### config.mk
export PLATFORM = sky130hd
export DESIGN_NAME = frame_route_learn_and_forward_top
export DESIGN_NICKNAME = d
export VERILOG_FILES = /design/src/rtl/frlf_pkg.sv /design/src/rtl/frlf_decode.sv /design/src/rtl/frlf_cell.sv /design/src/rtl/frame_route_learn_and_forward_top.sv
export SDC_FILE = /design/constraint.sdc
export NUM_CORES = 1
export LEC_CHECK = 0
export ABC_AREA = 1
export BUFFER_PORTS_ARGS = -buffer_cell sky130_fd_sc_hd__buf_2
export CORE_MARGIN = 2
export CORE_UTILIZATION = 40
export CTS_CLUSTER_SIZE = 24
export DETAILED_ROUTE_END_ITERATION = 8
export PLACE_DENSITY = 0.55
export SLEW_MARGIN = 10
export SYNTH_ARGS = -nofsm -noshare
export SYNTH_HDL_FRONTEND = slang
export SYNTH_HIERARCHICAL = 1
export SYNTH_SLANG_ARGS = --single-unit
### constraint.sdc
create_clock -name clk -period 4.76 [get_ports clk]
set_clock_uncertainty 0.1 [all_clocks]
set_input_delay 0.952 -clock clk [delete_from_list [all_inputs] [get_ports clk]]
set_output_delay 0.952 -clock clk [all_outputs]
set_load 0.05 [all_outputs]
### src/rtl/frlf_pkg.sv
// ----------------------------------------------------------------------------
// frlf_pkg
// Types, codes and helper functions of the frame route learn-and-forward block.
// ----------------------------------------------------------------------------
package frlf_pkg;

  localparam int NUM_CHANNELS    = 4;
  localparam int ROUTE_DEPTH_DEF = 16;
  localparam int MASK_W          = 4;
  localparam int CH_W            = 2;
  localparam int ID_W            = 8;
  localparam int MSG_W           = 24;
  localparam int CFG_IDX_W       = 1;

  localparam logic [CFG_IDX_W-1:0] CFG_LOCAL_SYSTEM_ID    = 1'b0;
  localparam logic [CFG_IDX_W-1:0] CFG_LOCAL_COMPONENT_ID = 1'b1;

  localparam logic [1:0] STATUS_OK      = 2'd0;
  localparam logic [1:0] STATUS_BAD_CRC = 2'd1;
  localparam logic [1:0] STATUS_BAD_SIG = 2'd2;
  localparam logic [1:0] STATUS_NONE    = 2'd3;

  localparam logic [MSG_W-1:0] MSG_HEARTBEAT    = 24'd0;
  localparam logic [MSG_W-1:0] MSG_RADIO_STATUS = 24'd109;
  localparam logic [MSG_W-1:0] MSG_ADSB         = 24'd246;

  typedef enum logic [1:0] {
    LOOKUP_NONE,
    LOOKUP_ALL,
    LOOKUP_FIRST
  } lookup_mode_t;

  typedef struct packed {
    logic              valid;
    logic              learn;
    logic              appended;
    logic              heartbeat;
    logic [CH_W-1:0]   ch;
    logic [ID_W-1:0]   sys;
    logic [ID_W-1:0]   comp;
    logic [ID_W-1:0]   vtype;
    lookup_mode_t      mode;
    logic [ID_W-1:0]   ts;
    logic [ID_W-1:0]   tc;
    logic              found;
    logic [MASK_W-1:0] mask;
    logic              deliver;
  } token_t;

  function automatic logic [MASK_W-1:0] chan_bit(input logic [CH_W-1:0] c);
    logic [MASK_W-1:0] b;
    for (int i = 0; i < MASK_W; i++) begin
      b[i] = (int'(c) == i) && (i < NUM_CHANNELS);
    end
    return b;
  endfunction

  function automatic logic [MASK_W-1:0] flood_mask(input logic [CH_W-1:0] c);
    logic [MASK_W-1:0] b;
    for (int i = 0; i < MASK_W; i++) begin
      b[i] = (int'(c) != i) && (i < NUM_CHANNELS);
    end
    return b;
  endfunction

endpackage

### src/rtl/frlf_decode.sv
// ----------------------------------------------------------------------------
// frlf_decode
// Classifies a frame header and builds the word that walks the route cells.
// ----------------------------------------------------------------------------
module frlf_decode (
  input  logic                            valid,
  input  logic [1:0]                      framing_status,
  input  logic [frlf_pkg::CH_W-1:0]       in_channel,
  input  logic [frlf_pkg::ID_W-1:0]       src_system,
  input  logic [frlf_pkg::ID_W-1:0]       src_component,
  input  logic [frlf_pkg::MSG_W-1:0]      msg_id,
  input  logic                            msg_known,
  input  logic                            has_target_system,
  input  logic [frlf_pkg::ID_W-1:0]       target_system,
  input  logic                            has_target_component,
  input  logic [frlf_pkg::ID_W-1:0]       target_component,
  input  logic [frlf_pkg::ID_W-1:0]       heartbeat_type,
  input  logic [frlf_pkg::ID_W-1:0]       local_system_id,
  input  logic [frlf_pkg::ID_W-1:0]       local_component_id,
  output frlf_pkg::token_t                tok
);

  logic loopback;
  logic ts_ok;
  logic tc_ok;
  logic frame_ok;

  assign loopback = (src_system == local_system_id) && (src_component == local_component_id);
  assign ts_ok    = msg_known && has_target_system;
  assign tc_ok    = msg_known && has_target_component;
  assign frame_ok = (framing_status == frlf_pkg::STATUS_OK) && !loopback;

  always_comb begin
    tok           = '0;
    tok.valid     = valid;
    tok.ch        = in_channel;
    tok.sys       = src_system;
    tok.comp      = src_component;
    tok.vtype     = heartbeat_type;
    tok.heartbeat = (msg_id == frlf_pkg::MSG_HEARTBEAT);
    tok.ts        = target_system;
    tok.tc        = target_component;
    tok.mode      = frlf_pkg::LOOKUP_NONE;
    tok.learn     = frame_ok && (src_system != '0) &&
                    !((src_system == local_system_id) && (src_component == '0));
    if ((framing_status == frlf_pkg::STATUS_BAD_CRC) ||
        (framing_status == frlf_pkg::STATUS_BAD_SIG)) begin
      tok.mask = frlf_pkg::flood_mask(in_channel);
    end else if (frame_ok) begin
      if ((msg_id == frlf_pkg::MSG_RADIO_STATUS) || (msg_id == frlf_pkg::MSG_ADSB)) begin
        tok.deliver = 1'b1;
      end else begin
        tok.deliver = msg_known;
        if (ts_ok && (target_system == local_system_id)) begin
          if (tc_ok && (target_component == local_component_id)) begin
            tok.mode = frlf_pkg::LOOKUP_NONE;
          end else if (!tc_ok || (target_component == '0)) begin
            tok.mode = frlf_pkg::LOOKUP_ALL;
          end else begin
            tok.mode = frlf_pkg::LOOKUP_FIRST;
          end
        end else begin
          tok.mask = frlf_pkg::flood_mask(in_channel);
        end
      end
    end
  end

endmodule

### src/rtl/frlf_cell.sv
// ----------------------------------------------------------------------------
// frlf_cell
// One route table entry that learns from and answers the passing word.
// ----------------------------------------------------------------------------
module frlf_cell #(
  parameter int CNT_W = 5
) (
  input  logic             clk,
  input  logic             rst,
  input  frlf_pkg::token_t tok_in,
  input  logic [CNT_W-1:0] rem_in,
  output frlf_pkg::token_t tok_out,
  output logic [CNT_W-1:0] rem_out
);

  logic [frlf_pkg::CH_W-1:0] e_ch;
  logic [frlf_pkg::ID_W-1:0] e_sys;
  logic [frlf_pkg::ID_W-1:0] e_comp;
  logic [frlf_pkg::ID_W-1:0] e_vtype;

  logic                      live;
  logic                      hit;
  logic                      append;
  logic                      present;
  logic [frlf_pkg::CH_W-1:0] p_ch;
  logic [frlf_pkg::ID_W-1:0] p_sys;
  logic [frlf_pkg::ID_W-1:0] p_comp;
  frlf_pkg::token_t          tok_next;

  assign live    = (rem_in != '0);
  assign hit     = live && tok_in.learn && (e_ch == tok_in.ch) &&
                   (e_sys == tok_in.sys) && (e_comp == tok_in.comp);
  assign append  = !live && tok_in.learn;
  assign present = live || append;
  assign p_ch    = append ? tok_in.ch : e_ch;
  assign p_sys   = append ? tok_in.sys : e_sys;
  assign p_comp  = append ? tok_in.comp : e_comp;

  always_comb begin
    tok_next          = tok_in;
    tok_next.learn    = tok_in.learn && !hit && !append;
    tok_next.appended = tok_in.appended || append;
    if ((tok_in.mode == frlf_pkg::LOOKUP_ALL) && present && (p_sys == tok_in.ts)) begin
      tok_next.mask = tok_in.mask | frlf_pkg::chan_bit(p_ch);
    end else if ((tok_in.mode == frlf_pkg::LOOKUP_FIRST) && present && !tok_in.found &&
                 (p_sys == tok_in.ts) && (p_comp == tok_in.tc)) begin
      tok_next.mask    = tok_in.mask | frlf_pkg::chan_bit(p_ch);
      tok_next.found   = 1'b1;
      tok_next.deliver = 1'b0;
    end
  end

  always_ff @(posedge clk) begin
    if (tok_in.valid) begin
      if (append) begin
        e_ch    <= tok_in.ch;
        e_sys   <= tok_in.sys;
        e_comp  <= tok_in.comp;
        e_vtype <= tok_in.heartbeat ? tok_in.vtype : '0;
      end else if (hit && (e_vtype == '0) && tok_in.heartbeat) begin
        e_vtype <= tok_in.vtype;
      end
    end
  end

  always_ff @(posedge clk) begin
    if (rst) begin
      tok_out.valid <= 1'b0;
    end else begin
      tok_out.valid <= tok_in.valid;
    end
    tok_out.learn     <= tok_next.learn;
    tok_out.appended  <= tok_next.appended;
    tok_out.heartbeat <= tok_next.heartbeat;
    tok_out.ch        <= tok_next.ch;
    tok_out.sys       <= tok_next.sys;
    tok_out.comp      <= tok_next.comp;
    tok_out.vtype     <= tok_next.vtype;
    tok_out.mode      <= tok_next.mode;
    tok_out.ts        <= tok_next.ts;
    tok_out.tc        <= tok_next.tc;
    tok_out.found     <= tok_next.found;
    tok_out.mask      <= tok_next.mask;
    tok_out.deliver   <= tok_next.deliver;
    rem_out           <= live ? rem_in - CNT_W'(1) : '0;
  end

endmodule

### src/rtl/frame_route_learn_and_forward_top.sv
// ----------------------------------------------------------------------------
// frame_route_learn_and_forward_top
// Learns routes from frame headers and returns one forwarding word per frame.
// ----------------------------------------------------------------------------
// Channel   Direction  Handshake           Word
// in        input      in_valid/in_ready   frame header fields
// out       output     out_valid/out_ready forward_mask, deliver_local
// cfg       input      cfg_write_en        cfg_index, cfg_data
//
// The next frame is accepted only once the previous result word has moved from
// the holding register into the output register.
// The header walks the row of route cells one cell per cycle, then passes a
// holding register into the output register. One frame is in work at a time.
// Reset clears the route count, so the table starts empty.
// A stalled output holds its word while the next frame is already accepted.
// ----------------------------------------------------------------------------
module frame_route_learn_and_forward_top #(
  parameter int ROUTE_DEPTH = frlf_pkg::ROUTE_DEPTH_DEF
) (
  input  logic                                clk,
  input  logic                                rst,
  input  logic                                cfg_write_en,
  input  logic [frlf_pkg::CFG_IDX_W-1:0]      cfg_index,
  input  logic [frlf_pkg::ID_W-1:0]           cfg_data,
  input  logic                                in_valid,
  output logic                                in_ready,
  input  logic [1:0]                          framing_status,
  input  logic [frlf_pkg::CH_W-1:0]           in_channel,
  input  logic [frlf_pkg::ID_W-1:0]           src_system,
  input  logic [frlf_pkg::ID_W-1:0]           src_component,
  input  logic [frlf_pkg::MSG_W-1:0]          msg_id,
  input  logic                                msg_known,
  input  logic                                has_target_system,
  input  logic [frlf_pkg::ID_W-1:0]           target_system,
  input  logic                                has_target_component,
  input  logic [frlf_pkg::ID_W-1:0]           target_component,
  input  logic [frlf_pkg::ID_W-1:0]           heartbeat_type,
  output logic                                out_valid,
  input  logic                                out_ready,
  output logic [frlf_pkg::MASK_W-1:0]         forward_mask,
  output logic                                deliver_local
);

  localparam int CNT_W = $clog2(ROUTE_DEPTH + 1);

  logic [frlf_pkg::ID_W-1:0]   local_system_id;
  logic [frlf_pkg::ID_W-1:0]   local_component_id;
  logic [CNT_W-1:0]            route_count;
  logic                        busy;
  logic                        pend_valid;
  logic [frlf_pkg::MASK_W-1:0] pend_mask;
  logic                        pend_deliver;
  logic                        in_accept;
  logic                        pend_move;

  frlf_pkg::token_t tok [ROUTE_DEPTH+1];
  logic [CNT_W-1:0] rem [ROUTE_DEPTH+1];

  assign in_ready  = !busy;
  assign in_accept = in_valid && !busy;
  assign pend_move = pend_valid && (!out_valid || out_ready);
  assign rem[0]    = route_count;

  always_ff @(posedge clk) begin
    if (rst) begin
      local_system_id    <= '0;
      local_component_id <= '0;
    end else if (cfg_write_en) begin
      unique case (cfg_index)
        frlf_pkg::CFG_LOCAL_SYSTEM_ID:    local_system_id    <= cfg_data;
        frlf_pkg::CFG_LOCAL_COMPONENT_ID: local_component_id <= cfg_data;
        default:                          local_system_id    <= local_system_id;
      endcase
    end
  end

  frlf_decode u_decode (
    .valid                (in_accept),
    .framing_status       (framing_status),
    .in_channel           (in_channel),
    .src_system           (src_system),
    .src_component        (src_component),
    .msg_id               (msg_id),
    .msg_known            (msg_known),
    .has_target_system    (has_target_system),
    .target_system        (target_system),
    .has_target_component (has_target_component),
    .target_component     (target_component),
    .heartbeat_type       (heartbeat_type),
    .local_system_id      (local_system_id),
    .local_component_id   (local_component_id),
    .tok                  (tok[0])
  );

  for (genvar k = 0; k < ROUTE_DEPTH; k++) begin : g_cell
    frlf_cell #(
      .CNT_W (CNT_W)
    ) u_cell (
      .clk     (clk),
      .rst     (rst),
      .tok_in  (tok[k]),
      .rem_in  (rem[k]),
      .tok_out (tok[k+1]),
      .rem_out (rem[k+1])
    );
  end

  always_ff @(posedge clk) begin
    if (rst) begin
      busy        <= 1'b0;
      pend_valid  <= 1'b0;
      out_valid   <= 1'b0;
      route_count <= '0;
    end else begin
      if (in_accept) begin
        busy <= 1'b1;
      end
      if (tok[ROUTE_DEPTH].valid) begin
        pend_valid <= 1'b1;
        if (tok[ROUTE_DEPTH].appended) begin
          route_count <= route_count + CNT_W'(1);
        end
      end else if (pend_move) begin
        pend_valid <= 1'b0;
        busy       <= 1'b0;
      end
      if (pend_move) begin
        out_valid <= 1'b1;
      end else if (out_ready) begin
        out_valid <= 1'b0;
      end
    end
  end

  always_ff @(posedge clk) begin
    if (tok[ROUTE_DEPTH].valid) begin
      pend_mask    <= tok[ROUTE_DEPTH].mask;
      pend_deliver <= tok[ROUTE_DEPTH].deliver;
    end
    if (pend_move) begin
      forward_mask  <= pend_mask;
      deliver_local <= pend_deliver;
    end
  end

endmodule

==> impl_results.md <==
* Outcome: finished clean
* Max IR drop VDD at 298.1 uV
* Post-CTS Setup Bufs at 0
* Worst-path clk slew at 0.06 ns
* First-pass GRT wire length at 175,500 um
* Relative slew slack at 0.1949
* Critical Path End Type: flop
* Die Ht at roughly 350 um
* Setup crit start kind: input pin
* Worst Hold Class: flop to flop
* Area Growth Syn to Fin at 11.25%
* GRT Resource Usage Total at 0.1814
* Logic pwr share at 0.092
* Area of all placed cells without fillers at 52,190 um2
* H-tree Lvls at 3
* Post-DP Area at 48,340 um2
* Num CTS Buffers at 114
* Setup Viol. Count Final at 0
* Clock root cell: clkbuf_16
* Internal at around 16 mW
* Largest net degree at the start of global routing at 28
* Sink Count at 1,079
* Sequential power share at 0.488
* Routed vias at 35,081
* DRT Wirelength at 109,100 um
* Crit share post-route at 0.6433
* Minimum clock period at about 3.1 ns
* Fmax at 326.6 MHz
* Post-detailed-route wirelength per cell at 14.63 um
* Worst Path Required at ~5.3 ns
* Synth Warn # at 6
* Core Area at 116,200 um2
* Syn_area_per_cell at 8.159 um2
* Post-detail-place hpwl at between 80,000 and 90,000 um
* Drt drc at 0
* Vias in the first global route at 32,912
* # hold bufs at CTS at 0
* Final setup TNS at 0 ns
* Antenna diodes at 0
* Synth Cell Area at ~47,000 um2
* Critical path type: input pin to flop
* Placer Congestion at between 0.8 and 0.9
* Clk network pwr share at 0.420
* Total power draw at 21.29 mW
* Final hold violation count at 0
* FP Rows at 125
* Fin. max-slew vios at 0
* RSZ-0062 raised after global routing: false
* Cell count after synthesis at 5,750
* LEAKAGE at 25.27 nW
* Routed vias/inst at 4.704
* Pwr dens at 407.9 nW/um2
* Measured slew at the worst slew-check pin at 1.197 ns
* Count of cells resized by post-cts repair at 0
* Fraction of layout cells with a size suffix above 1 at 0.1025
* CTS tree: yes
* Boundary Pins at 92
* Initial Util at 0.4037
* Sw frac at 0.2533
* CTS Buffer Depth at 3
* Fillers at 11,319
* Worst EP arrival at ~3.6 ns
* Full die area at between 100,000 and 150,000 um2
* Routed Antenna Nets at 0
* MaxCap Viol Count at 0
* Skew-Pair Late Insertion Delay at 0.71 ns
* Initial antenna violation count at 0
* Die Width at about 350 um
* Grt ovf at 0
* Iteration count of the initial detailed-routing pass at 5
* Worst-path fanout max at 17
* Psw at 5.392 mW
* DRT iter0 DRCs at 2,375
* Final nets at roughly 6,000
* Count of input and output buffers at 83
==> sequential cells by signal, summed over array words and instances, names as in the netlist <==
| signal | cells |
|---|---|
| g_cell.u_cell/e_sys | 128 |
| deliver_local | 1 |
| out_valid | 1 |
| pend_deliver | 1 |
| g_cell.u_cell/e_ch | 32 |
| pend_mask | 4 |
| forward_mask | 4 |
| local_component_id | 8 |
| g_cell.u_cell/e_comp | 128 |
| route_count | 5 |
| busy | 1 |
| pend_valid | 1 |
| g_cell.u_cell/rem_out | 75 |
| local_system_id | 8 |
| g_cell.u_cell/tok_out | 682 |
==> through the flow <==
stage	util	worst slack [ns]	cells	hold slack, ns
detailed placement	0.4159	0.9572	7243	0.2364
CTS	0.4491	1.666	7458	0.2361
global route	0.4491	1.402	7458	0.2389
global placement	0.4159	0.9407	7243	0.2374
floorplan	-	1.853	5751	0.2308
finish	0.4491	1.698	7458	0.2397
==> worst max-delay path, cell delays in order <==
cell      delay [ns]
buf_2           0.16
xnor2_1         0.16
nand2_1         0.06
nor2_1          0.14
nand2_1         0.12
nor2_2          0.24
nor2_4          0.11
and3_1          0.20
nand3_4         0.17
clkinv_2        0.27
nand2_1         0.15
nand2_1         0.07
nand2_1         0.06
nand2_1         0.04
nor2_1          0.10
nand2_1         0.11
nor2_2          0.13
nand2_1         0.09
nand2_2         0.14
nand2_1         0.06
nand2_1         0.05
==> worst paths after layout <==
check	startpoint	end	slack, ns	depth (start not counted)
max	src_component[0]	g_cell[0].u_cell/tok_out[1]	1.70	21
min	g_cell[3].u_cell/tok_out[48]	g_cell[4].u_cell/tok_out[48]	0.24	0
max reg2reg	local_system_id[3]	g_cell[0].u_cell/tok_out[1]	1.72	20
min reg2reg	g_cell[3].u_cell/tok_out[48]	g_cell[4].u_cell/tok_out[48]	0.24	0
==> placed cells by master, fill, tap and decap left out, types with 16 or more instances in the layout <==
cell / count
clkbuf_16: 119
nor2_4: 36
inv_2: 19
nand4_1: 190
or2_2: 86
dfxtp_1: 781
nand3_1: 432
xor2_1: 72
nand3b_1: 65
a21boi_0: 16
ha_1: 33
nand2_1: 1782
o21ai_0: 103
nand3_4: 16
xnor2_1: 59
edfxtp_1: 298
buf_2: 83
nor2_2: 25
a21oi_1: 38
nor2_1: 421
nand3_2: 32
inv_1: 918
clkinv_2: 29
nand2_2: 61
o21ai_2: 30
clkbuf_1: 24
nor3_1: 25
nor4_1: 25
clkbuf_8: 21
==> final cells by class <==
class	count	area [um2]	share of cell area
clock buffers	164	3357	0.06432
clock inverters	51	500.5	0.009589
repair buffers	88	452.9	0.008678
well taps	1524	1907	0.03653
inverters	938	3522	0.06748
flip-flops and latches	1079	24580	0.4710
multi-input cells	3614	17870	0.3424
==> power groups by stage <==
stage	Clock [mW]	Combinational (mW)	Sequential (mW)
after floorplan	0	1.55	10.4
after global placement	0	1.93	10.6
after detailed placement	0	1.95	10.6
after CTS	9.23	1.96	10.4
after global routing	9.60	2.23	10.5
final	8.95	1.96	10.4
==> metal layers <==
metal	part of all wire	track usage	up-vias
met1	0.48	0.2518	16002
met3	0.049	0.02825	132
met2	0.45	0.2937	738
met5	0	0	-
met4	0.019	0.04741	0
li1	-	-	18209
Note: power is estimated with default switching activity, not from simulation.
